$ cat src/tcw_pkg.sv
// Package with the shared types and constants of the text console writer.
`timescale 1ns / 1ps
`default_nettype none
package tcw_pkg;
  localparam int unsigned ColumnsDefault = 80;
  localparam int unsigned RowsDefault = 25;
  localparam int unsigned IdxW = 11;
  localparam int unsigned ColW = 7;
  localparam int unsigned RowW = 5;

  typedef enum logic [1:0] {
    OP_PUT   = 2'd0,
    OP_CLEAR = 2'd1,
    OP_READ  = 2'd2,
    OP_NONE  = 2'd3
  } op_e;

  // Classified command handed from the front part to the back part.
  typedef enum logic [2:0] {
    CMD_NOP,
    CMD_BS,
    CMD_TAB,
    CMD_NL,
    CMD_CR,
    CMD_PRINT,
    CMD_CLEAR,
    CMD_READ
  } cmd_e;

  typedef struct packed {
    cmd_e            cmd;
    logic [7:0]      code;
    logic [IdxW-1:0] index;
  } cmd_t;

  // States of the back part sequencer.
  typedef enum logic [2:0] {
    S_IDLE, S_INIT, S_READ, S_SCR_RD, S_SCR_WR, S_FILL, S_DONE
  } state_e;

  localparam logic [2:0] RegTextFg = 3'd0;
  localparam logic [2:0] RegTextBg = 3'd1;
  localparam logic [2:0] RegBlankCode = 3'd2;
  localparam logic [2:0] RegBlankFg = 3'd3;
  localparam logic [2:0] RegBlankBg = 3'd4;
endpackage
`default_nettype wire

$ cat src/tcw_front.sv
// Front part: accepts commands, classifies them and queues them for the back part.
`timescale 1ns / 1ps
`default_nettype none
module tcw_front (
  input  wire logic                       clk_i,
  input  wire logic                       rst_ni,
  input  wire logic                       start_i,
  input  wire logic [1:0]                 op_i,
  input  wire logic [7:0]                 char_code_i,
  input  wire logic [tcw_pkg::IdxW-1:0]   cell_index_i,
  output logic                            accept_o,
  input  wire logic                       pop_i,
  output logic                            cmd_valid_o,
  output tcw_pkg::cmd_t                   cmd_o
);
  // Two-entry queue.
  tcw_pkg::cmd_t mem_q [2];
  logic          wr_q, rd_q;
  logic [1:0]    cnt_q;
  tcw_pkg::cmd_t cls;

  always_comb begin
    cls.code = char_code_i;
    cls.index = cell_index_i;
    cls.cmd = tcw_pkg::CMD_NOP;
    case (op_i)
      tcw_pkg::OP_PUT: begin
        case (char_code_i)
          8'h08: cls.cmd = tcw_pkg::CMD_BS;
          8'h09: cls.cmd = tcw_pkg::CMD_TAB;
          8'h0A: cls.cmd = tcw_pkg::CMD_NL;
          8'h0D: cls.cmd = tcw_pkg::CMD_CR;
          default: begin
            if (char_code_i >= 8'h20 && char_code_i <= 8'h7F) cls.cmd = tcw_pkg::CMD_PRINT;
          end
        endcase
      end
      tcw_pkg::OP_CLEAR: cls.cmd = tcw_pkg::CMD_CLEAR;
      tcw_pkg::OP_READ:  cls.cmd = tcw_pkg::CMD_READ;
      default:           cls.cmd = tcw_pkg::CMD_NOP;
    endcase
  end

  logic push;
  assign accept_o = (cnt_q != 2'd2);
  assign push = start_i && accept_o;
  assign cmd_valid_o = (cnt_q != 2'd0);
  assign cmd_o = mem_q[rd_q];

  always_ff @(posedge clk_i) begin
    if (push) mem_q[wr_q] <= cls;
  end

  always_ff @(posedge clk_i or negedge rst_ni) begin
    if (!rst_ni) begin
      wr_q <= 1'b0;
      rd_q <= 1'b0;
      cnt_q <= 2'd0;
    end else begin
      if (push) wr_q <= ~wr_q;
      if (pop_i) rd_q <= ~rd_q;
      cnt_q <= cnt_q + {1'b0, push} - {1'b0, pop_i};
    end
  end
endmodule
`default_nettype wire

$ cat config.mk
export PLATFORM = sky130hd
export DESIGN_NAME = tcw_front
export DESIGN_NICKNAME = d
export VERILOG_FILES = /design/src/tcw_pkg.sv /design/src/tcw_front.sv
export SDC_FILE = /design/constraint.sdc
export NUM_CORES = 1
export LEC_CHECK = 0
export BUFFER_PORTS_ARGS = -buffer_cell sky130_fd_sc_hd__buf_2
export CAP_MARGIN = 20
export CORE_MARGIN = 5
export CORE_UTILIZATION = 51
export CTS_BUF_LIST = sky130_fd_sc_hd__clkbuf_16
export CTS_CLUSTER_SIZE = 10
export DETAILED_ROUTE_END_ITERATION = 10
export GPL_TIMING_DRIVEN = 1
export PLACE_DENSITY = 0.77
export SYNTH_ARGS = -nofsm -noshare
export SYNTH_HDL_FRONTEND = slang
export SYNTH_SLANG_ARGS = --single-unit
$ cat constraint.sdc
create_clock -name clk_i -period 2.1 [get_ports clk_i]
set_input_delay 0.105 -clock clk_i [delete_from_list [all_inputs] [get_ports clk_i]]
set_output_delay 0.105 -clock clk_i [all_outputs]
set_load 0.02 [all_outputs]
* Word level (Yosys, flattened, before mapping)
Memories as Yosys holds them, arrays and structs flattened. Cells that the tools add are included.
Word-level totals: RAM bits 44, output and inout port bits 24, bits in read-only memories 0, input bits 25, flip-flop bits (word level) 4, memories 1, latch bits 0
Cells by class: shift-type cells 0, reductions and logical operators 4, $add $sub $neg 2, muxes and demuxes 5, equality and inequality tests 7, bitwise logic cells 2, $lt $le $gt $ge 2, div/mod/pow operators 0, multipliers 0
Memories:
- mem_q | words 2, bits a word 22, rd ports 1, clocked after Yosys merged registers in 0, wr ports 1, RTL line tcw_front.sv:17 | tcw_pkg::cmd_t mem_q [2];
Operators by type and width (number):
- $eq 8x4->1 const B | 4
- $pmux 3 s4 | 1
- $pmux 3 s3 | 1
- $ge 8x6->1 const B | 1
- $le 8x7->1 const B | 1
- $mux 3 | 1
- $add 2x1->2 | 1
- $eq 2x1->1 const B | 1
- $eq 2x2->1 const B | 1
- $logic_and 1x1->1 | 2
- $logic_not 2->1 | 1
- $mux 1 | 2
- $ne 2x2->1 const B | 1
- $not 1->1 | 2
- $reduce_bool 2->1 | 1
- $sub 2x1->2 | 1

* Logic depth before layout (Yosys ltp)
Gate-level depths: netlist of run 1.
word-level depth 5, gate-level depth with buffers 7

* Least setup slack after synthesis of run 1
OpenSTA, ideal clock, no wires.
kind register to register, from register cnt_q[1], to memory mem_q[0][0] (netlist bit), enable pin, arrival 1.700 ns, setup time 0.401 ns, stages on the path, launching flop included 4, clock period less this slack 2.101 ns, setup slack -0.001 ns, path buffers 0, cells stage by stage dfrtp_1 nand2b_1 nand2_1 nor2_1
Between the ends: longest elaborated chain between the ends 4
Ends and longest elaborated chain:
- from (decl) | RTL line tcw_front.sv:19 | logic [1:0] cnt_q;
- from (signal assigned) | RTL line tcw_front.sv:62 | cnt_q <= cnt_q + {1'b0, push} - {1'b0, pop_i};
- $ne 2x2->1 | RTL line tcw_front.sv:45 | assign accept_o = (cnt_q != 2'd2);
- named net accept_o | RTL line tcw_front.sv:11 | output logic accept_o,
- $logic_and 1x1->1 | RTL line tcw_front.sv:46 | assign push = start_i && accept_o;
- $mux 1 | RTL line tcw_front.sv:51 | if (push) mem_q[wr_q] <= cls;
- $mux 1 (implied by the code) | RTL line tcw_front.sv:51
- to (decl) | RTL line tcw_front.sv:17
The timed path passes the listed nets, and every way through them passes these cells.

==> results of run 1 <==
==> cell usage after synthesis <==
cell      count  share of area [%]
a31oi_1       1               0.33
and3_1        1               0.33
and4bb_1      1               0.66
buf_6         2                1.2
dfrtp_1       4                5.3
edfxtp_1     44                 69
ha_1          4                2.6
inv_1         4               0.79
mux2_2       22                 13
nand2_1       1               0.20
nand2b_1      1               0.33
nand3_1       1               0.26
nand4b_1      1               0.46
nor2_1        1               0.20
nor2b_1       1               0.33
nor4_1        1               0.33
nor4b_1       1               0.46
o21ai_0       3               0.79
o311ai_0      1               0.46
or2_2         1               0.33
xnor2_1       3                1.4
xor2_1        2               0.92
==> cell usage in the layout (no fill, tap or decap), types with 2 or more instances in the layout <==
master and n:
dfrtp_1 4, edfxtp_1 44, mux2_2 22, ha_1 4
buf_4 3, inv_1 4, dlygate4sd3_1 3, clkbuf_16 5
clkinv_2 2, buf_2 48, o21ai_0 3, xnor2_1 3
xor2_1 2
==> power by group <==
group / leakage [nW] / internal, mW / switching, mW
clock network: 0.0710 / 0.431 / 0.295
logic: 0.400 / 0.458 / 0.652
registers: 0.456 / 1.32 / 0.0794
total: 0.927 / 2.21 / 1.03
==> timing repair <==
action,4_1_cts,5_1_grt
buffers inserted,0,0
hold endpoints to repair,4,3
hold buffers,1,2
==> metal layers <==
layer  share of wire, %  up-vias  GRT usage [%]  wire length, microns
li1                   -      505              -                     -
met1                 39      507           14.7                  1230
met2                 50       41           23.4                  1600
met3                8.5        8           5.11                   270
met4                2.0        0           6.89                    63
met5                  0        -              0                     0
==> cell families (layout without fill, tap and decap cells) <==
kind of cell | Yosys count | after routing | synth area share (%)
muxes | 22 | 22 | 13.0
AOI/OAI and AO/OA | 5 | 5 | 1.58
and+or+nand+nor | 11 | 11 | 3.88
DFF | 48 | 48 | 74.6
adders and majority gates | 4 | 4 | 2.63
buffers and inverters | 6 | 66 | 1.97
xor gates and xnor gates | 5 | 5 | 2.30
==> sequential cells by signal (all words and copies together), names as in the netlist <==
| signal | cells |
|---|---|
| wr_q | 1 |
| mem_q | 44 |
| cnt_q | 2 |
| rd_q | 1 |
==> worst max-delay path, delay by kind of cell (launching register included) <==
| family | cells | cell delay, ps |
|---|---|---|
| buf+inv | 2 | 470 |
| flops | 1 | 440 |
| mux | 1 | 370 |
==> worst paths after layout <==
check,start,slack [ps],end,depth (start not counted)
hold reg to reg,wr_q,520,wr_q,1
hold / removal,cell_index_i[10],10,mem_q[0][10],1
max in group asynchronous,rst_ni,1810,cnt_q[0],2
min in group asynchronous,rst_ni,160,wr_q,2
setup / recovery,rd_q,420,cmd_o[11],3
setup reg to reg,cnt_q[1],530,cnt_q[1],7
==> cell type report <==
class                           count  area (sq um)  share of cell area (%)
Clock inverter                      3          13.8                   0.579
Sequential cell                    48          1420                    59.8
Inverter                            4          15.0                   0.632
Timing Repair Buffer               54           293                    12.3
Multi-Input combinational cell     47           448                    18.9
Clock buffer                        5           125                    5.27
Tap cell                           48          60.1                    2.53
==> flow_summary.toml, run 1 <==
[run_status]
outcome = "finished clean"

[cells_and_area]
layout.nets = 189
fin_util_pct = 65.4
drive_gt1_share_pct = 50.9
n_antenna_cell = 0
finalInstanceArea_sq_um = 2380
syn2layout_area_growth_pct = 24.8
num-fill-cells = 281
finalNonFillerCells = 209

[placed_design]
dp.cells = 198
port_buffers = 48
place_ws_ps = 531
hpwlAfterDp_mm = 2.30
placed_cell_area_sq_um = 2210
gp_congestion = 0.739

[detailed_routing]
vias_per_cell = 5.08
wire_per_inst_microns = 15.1
drt_iter0_markers = 20
drc = 0
final_antenna_net_count = 0
routed_wl_mm = 3.17
via_count = 1061
drt-pass1-iter-count = 4

[grt]
gr-total-overflow = 0
grt_antenna_before_repair = 0
first_global_vias = 1107
grt_max_degree = 23
grt_pass1_wl_mm = 5.11
grt_usage_pct = 13.6

[logic_synthesis]
avgSynthCellArea_sq_um = 18.9
syn_nets = 130
syn_area_sq_um = 1900
ys_seq_area_share_pct = 74.6
ys_seq_elements = 48
syn-instance-count = 101
ys_types = 22
ys_warn_count = 0

[worst_setup_path]
worstPathMaxFanout = 19
startpoint_type = "flop"
cpMaxStageDelayCell = "dfrtp_1"
worstSetupPathType = "reg -> out"
worstPathRequired_ps = 2000
path_cells = "buf_4, mux2_2, buf_2"
crit_path_end_kind = "output port"
critical_path_arrival_ps = 1570
crit_path_max_incr_delay_ps = 440

[clock_network]
cts.repair.resized = 0
clock_path_buffers = 2
cts_tree = "yes"
cts.sinks = 48
clk-insertion-delay-late_ps = 280
cts_buffers = 5
htreeDepth = 2
cts_root_buf = "clkbuf_16"
clkTransAtPathRegs_ps = 60

[floorplan]
die_y_microns = 71.1
die_w_microns = 71.1
core_area_sq_um = 3630
io_pins = 49
row_count = 22
initial_core_util_pct = 52.4
die_area_sq_um = 5060

[power_and_ir_drop]
p_per_area_nw_per_um2 = 1360
finalPower_mw = 3.23
p_leak_nw = 0.927
vdd_drop_max_v = 0.000620

[timing]
worst_slew_pin_slew_ps = 297
fin_worst_hold_slack_ps = 12.1
finalSetupViolations = 0
drv_slew = 0
period_needed_ps = 1680
fin_ws_ps = 420
hold_viol = 0
fmax_mhz = 595
fin_crit_sh_pct = 80.0
tns_ps = 0
fin_worst_skew_ps = 4.27
grt_setup_unrepaired = "no"
max-slew-margin-rel_pct = 80.2

[job]
drv_cap = 0

[hold_path]
min_path_type = "in -> reg"
Note: power is estimated with default switching activity, not from simulation.
==> run 2: changes to the inputs <==
- ABC_AREA: not set -> 1
- CORE_UTILIZATION: 51 -> 52
- PLACE_DENSITY: 0.77 -> 0.78
- clock period: 2.1 -> 1.67 ns (I/O delays scaled with it)
==> flow_summary.toml, run 2 <==
[cells_and_area]
largest_reg_flops = 44
syn2layout_area_growth_pct = 32.9
finalInstanceArea_sq_um = 2590
final_cell_mix = "48 x buf_2, 44 x edfxtp_1, 22 x mux2_2, 17 x nand2_1, 14 x dlygate4sd3_1"
layout.nets = 226
top_regs = "mem_q: 44 flops, cnt_q: 2 flops"
fin_util_pct = 71.3
final_common_cell = "buf_2"
drive_gt1_share_pct = 44.9
n_antenna_cell = 0
max_flop_register = "mem_q"
num-fill-cells = 265

[clock_network]
cts_buffers = 5
cts_tree = "yes"
cts_root_buf = "clkbuf_16"
clk-insertion-delay-late_ps = 290
clock_path_buffers = 2
htreeDepth = 2
cts_setup_buffers = 0
cts.sinks = 48
clkTransAtPathRegs_ps = 60

[logic_synthesis]
ys_seq_area_share_pct = 72.9
synth_top_family_by_area = "multiplexers"
yosys.area.top_type = "edfxtp_1"
yosys-top-cells-count = "44 x edfxtp_1, 22 x mux2_2, 17 x nand2_1, 13 x inv_1, 7 x nor2_1"
synth_top_area_share_pct = 67.8
syn_area_sq_um = 1950
ys_seq_elements = 48
synth.most_common_cell = "edfxtp_1"
async_flop_share_pct = 8.33
synth-compound-area-share_pct = 1.28
synth-xor-area-share_pct = 1.35
synth_adder_area_share_pct = 2.57
ys_warn_count = 0
synth.area.mux_share_pct = 12.7
synth_ff_type = "edfxtp_1"
syn-instance-count = 124
ys_types = 15
synth_edf_count = 44
synth.top_cells.by_area = "edfxtp_1 68%, mux2_2 13%, dfrtp_1 5.1%, nand2_1 3.3%, ha_1 2.6%"
yosys.area_share.simple_pct = 5.52
syn_nets = 153
avgSynthCellArea_sq_um = 15.7

[grt]
grt_antenna_before_repair = 0
gr-total-overflow = 0
first_global_vias = 1261
grt_usage_pct = 15.5
grt_max_degree = 17
grt_pass1_wl_mm = 5.74

[floorplan]
io_pins = 49
die_w_microns = 71.2
die_area_sq_um = 5070
core_area_sq_um = 3630
die_y_microns = 71.2
initial_core_util_pct = 53.7
row_count = 22

[timing]
fin_crit_sh_pct = 91.5
grt_setup_unrepaired = "no"
fin_worst_hold_slack_ps = 13.3
hold_viol = 0
tns_ps = 0
finalSetupViolations = 0
fmax_mhz = 655
period_needed_ps = 1530
max-slew-margin-rel_pct = 84.5
worst_slew_pin_slew_ps = 231
fin_worst_skew_ps = 4.75
drv_slew = 0

[detailed_routing]
drc = 0
final_antenna_net_count = 0
routed_wl_mm = 3.58
vias_per_cell = 4.85
via_count = 1192
drt-pass1-iter-count = 4
wire_per_inst_microns = 14.5
drt_iter0_markers = 45

[worst_setup_path]
worstPathMaxFanout = 10
critical_path_arrival_ps = 1440
crit_path_end_kind = "output port"
worstSetupPathType = "reg -> out"
worstPathRequired_ps = 1590
r2r-end = "cnt_q[1]"
setup.worst_path.start = "rd_q"
r2r_slack_ps = 290
startpoint_type = "flop"
setup.worst_path.end = "cmd_o[5]"
r2r-start = "cnt_q[1]"
r2r_cells = 6

[power_and_ir_drop]
p_leak_nw = 1.07
vdd_drop_max_v = 0.000966
p_per_area_nw_per_um2 = 1680
finalPower_mw = 4.34

[placed_design]
gp_congestion = 0.767
hpwlAfterDp_mm = 2.55
placed_cell_area_sq_um = 2280
port_buffers = 48

[job]
drv_cap = 0

[run_status]
outcome = "finished clean"

[hold_path]
hp-start = "char_code_i[7]"
min_path_type = "in -> reg"
## run 2: cell count changes after synthesis, sizes merged, moves of 3 or more
cell	change
nor2	+7
a21oi	+3
inv	+9
nand2	+16
## run 2: where the power goes
| part | total, mW | switching [mW] | internal, mW | leakage (nW) |
|---|---|---|---|---|
| Combinational | 1.46 | 0.841 | 0.616 | 0.533 |
| Clock | 1.12 | 0.413 | 0.710 | 0.0804 |
| Sequential | 1.76 | 0.107 | 1.66 | 0.455 |
## run 2: worst min-delay path by stage
stage	end	slack, ps	cells past startpoint
after floorplan	cnt_q[0]	-210	0
after global placement	cnt_q[1]	-110	1
after detailed placement	cnt_q[1]	-100	1
after CTS	mem_q[1][15]	2	1
after global routing	mem_q[1][12]	3	1
final	mem_q[0][18]	10	1
## run 2: critical path, stage by stage (launching register included)
cell,delay (ps)
dfrtp_2,430
buf_4,210
mux2_2,360
buf_2,160
## run 2: per-layer routing
layer	up-vias	wire (microns)	part of all wire (%)	global-route usage (%)
met5	-	0	0	0
met4	0	80	2.2	6.89
met3	7	271	7.6	6.59
met2	38	1840	51	26.8
met1	567	1390	39	16.3
li1	580	-	-	-
## run 2: cells by family (layout without fill, tap and decap cells)
| group | Yosys count | after routing |
|---|---|---|
| flops | 48 | 48 |
| simple gates | 27 | 27 |
| xor+xnor | 3 | 3 |
| compound gates | 5 | 5 |
| fa+ha+maj | 4 | 4 |
| buf+inv | 15 | 89 |
| mux | 22 | 22 |
## run 2: through the flow
| stage | setup slack, ps | std cells |
|---|---|---|
| floorplan | -82.5 | 124 |
| global placement | 366 | 224 |
| CTS | 52.0 | 245 |
| detailed placement | 289 | 224 |
| finish | 142 | 246 |
| global route | 79.4 | 246 |
## run 2: cell type report
| type | instances | area (sq um) | area share [%] |
|---|---|---|---|
| Sequential cell | 48 | 1420 | 54.9 |
| Multi-Input combinational cell | 61 | 462 | 17.8 |
| Timing Repair Buffer | 68 | 425 | 16.4 |
| Clock buffer | 5 | 125 | 4.83 |
| Tap cell | 48 | 60.1 | 2.32 |
| Inverter | 13 | 48.8 | 1.88 |
| Clock inverter | 3 | 46.3 | 1.79 |
## run 2: repair_timing
item / in CTS / in global routing
resized for setup: 0 / 1
hold buffers: 13 / 1
hold endpoints to repair: 26 / 2
setup endpoints to repair: 0 / 1
==> run 3: changes to the inputs <==
- BUFFER_PORTS_ARGS: -buffer_cell sky130_fd_sc_hd__buf_2 -> -buffer_cell sky130_fd_sc_hd__buf_4
==> flow_summary.toml, run 3 (synthesized netlist as in run 2, its figures left out) <==
[cells_and_area]
final_cell_mix = "54 x buf_4, 44 x edfxtp_1, 22 x mux2_2, 19 x dlygate4sd3_1, 17 x nand2_1"
fin_util_pct = 75.8
top_regs = "mem_q: 44 flops, cnt_q: 2 flops"
max_flop_register = "mem_q"
largest_reg_flops = 44
drive_gt1_share_pct = 43.3
n_antenna_cell = 0
layout.nets = 231
num-fill-cells = 247
final_common_cell = "buf_4"
syn2layout_area_growth_pct = 41.3

[worst_setup_path]
path_cells = "buf_4, mux2_2, buf_4"
crit_path_max_incr_delay_ps = 370
critical_path_arrival_ps = 1380
cpMaxStageDelayCell = "mux2_2"
crit_path_end_kind = "output port"
worstPathMaxFanout = 14
worstSetupPathType = "reg -> out"
worstPathRequired_ps = 1590
startpoint_type = "flop"
crit_top_cell = "buf_4"
r2r_slack_ps = 300

[timing]
period_needed_ps = 1460
finalSetupViolations = 0
hold_viol = 0
tns_ps = 0
worst_slew_pin_slew_ps = 238
max-slew-margin-rel_pct = 84.0
grt_setup_unrepaired = "no"
fmax_mhz = 683
drv_slew = 0
fin_worst_skew_ps = 1.80
fin_crit_sh_pct = 87.7
fin_worst_hold_slack_ps = 7.58

[detailed_routing]
wire_per_inst_microns = 14.1
via_count = 1193
drt_iter0_markers = 27
drc = 0
dr_wl_met2_mm = 1.85
topRoutingLayerUsed = "met4"
vias_per_cell = 4.75
drt-pass1-iter-count = 4
wl_met3_microns = 237
routed_wl_mm = 3.54
final_antenna_net_count = 0
drt-met1-wl_mm = 1.39

[floorplan]
die_y_microns = 71.2
die_w_microns = 71.2
core_area_sq_um = 3630
io_pins = 49
die_area_sq_um = 5070
initial_core_util_pct = 53.7
row_count = 22

[clock_network]
cts.sinks = 48
clk-insertion-delay-late_ps = 280
cts_root_buf = "clkbuf_16"
clkTransAtPathRegs_ps = 60
htreeDepth = 2
cts_setup_buffers = 0
clock_path_buffers = 2
cts_buffers = 5
cts_tree = "yes"

[power_and_ir_drop]
swShare_pct = 30.1
vdd_drop_max_v = 0.00126
p_seq_share_pct = 38.6
p_comb_share_pct = 37.0
intPower_mw = 3.14
clock_power_share_pct = 24.4
p_leak_nw = 1.13
p_per_area_nw_per_um2 = 1630
switching_power_mw = 1.35

[job]
drv_cap = 0

[grt]
grt_antenna_before_repair = 0
grt_pass1_wl_mm = 5.92
gr-total-overflow = 0
grt_usage_pct = 15.5
first_global_vias = 1269
grt_max_degree = 16

[run_status]
outcome = "finished clean"

[placed_design]
gp_congestion = 0.777
hpwlAfterDp_mm = 2.48
port_buffers = 48

[hold_path]
min_path_type = "in -> reg"
==> run 3: cell type report <==
cell class              instances  area (sq um)  share of cell area, %
flip-flops and latches         48          1420                   51.6
repair buffers                 73           596                   21.6
clock buffers                   5           125                   4.54
well taps                      48          60.1                   2.18
clock inverters                 3          42.5                   1.54
multi-input cells              61           462                   16.8
inverters                      13          48.8                   1.77
==> run 3: critical path, delay by kind of cell, from the launching register on <==
kind	cells	cell delay [ps]
buffers and inverters	2	390
flip-flops	1	340
multiplexers	1	370
==> run 3: routing by layer <==
| layer | vias to the layer above | GRT usage [%] |
|---|---|---|
| met1 | 565 | 17.9 |
| met3 | 5 | 5.19 |
| met2 | 33 | 26.5 |
| li1 | 590 | - |
| met5 | - | 0 |
| met4 | 0 | 6.26 |
==> run 3: metrics by stage <==
stage / worst slack, ps / std cells / cell area [sq um] / power, mW
global placement: 349 / 224 / 2400 / 3.35
detailed placement: 309 / 224 / 2400 / 3.39
floorplan: -82.5 / 124 / 1950 / 2.77
finish: 205 / 251 / 2760 / 4.48
CTS: 189 / 251 / 2760 / 4.54
global route: 145 / 251 / 2760 / 4.75
==> run 3: timing repair <==
action / 4_1_cts / 5_1_grt
hold buffers: 19 / 0
hold endpoints to repair: 38 / 0
gates resized for setup: 0 / 0
==> run 3: power groups by stage <==
stage          clock [mW]  sequential (mW)  combinational [mW]
6_report             1.10             1.73                1.66
5_1_grt              1.20             1.76                1.79
4_1_cts              1.12             1.74                1.68
3_5_place_dp            0             1.76                1.64
3_3_place_gp            0             1.74                1.61
2_1_floorplan           0             1.75                1.02
==> run 3: worst paths after layout <==
check | from | end | depth (start not counted)
worst max-delay path | rd_q | cmd_o[5] | 3
worst min-delay path | char_code_i[2] | mem_q[1][13] | 1
worst max register to register | cnt_q[1] | cnt_q[1] | 6
worst min register to register | cnt_q[0] | cnt_q[0] | 1
max in group asynchronous | rst_ni | cnt_q[1] | 2
min in group asynchronous | rst_ni | rd_q | 2
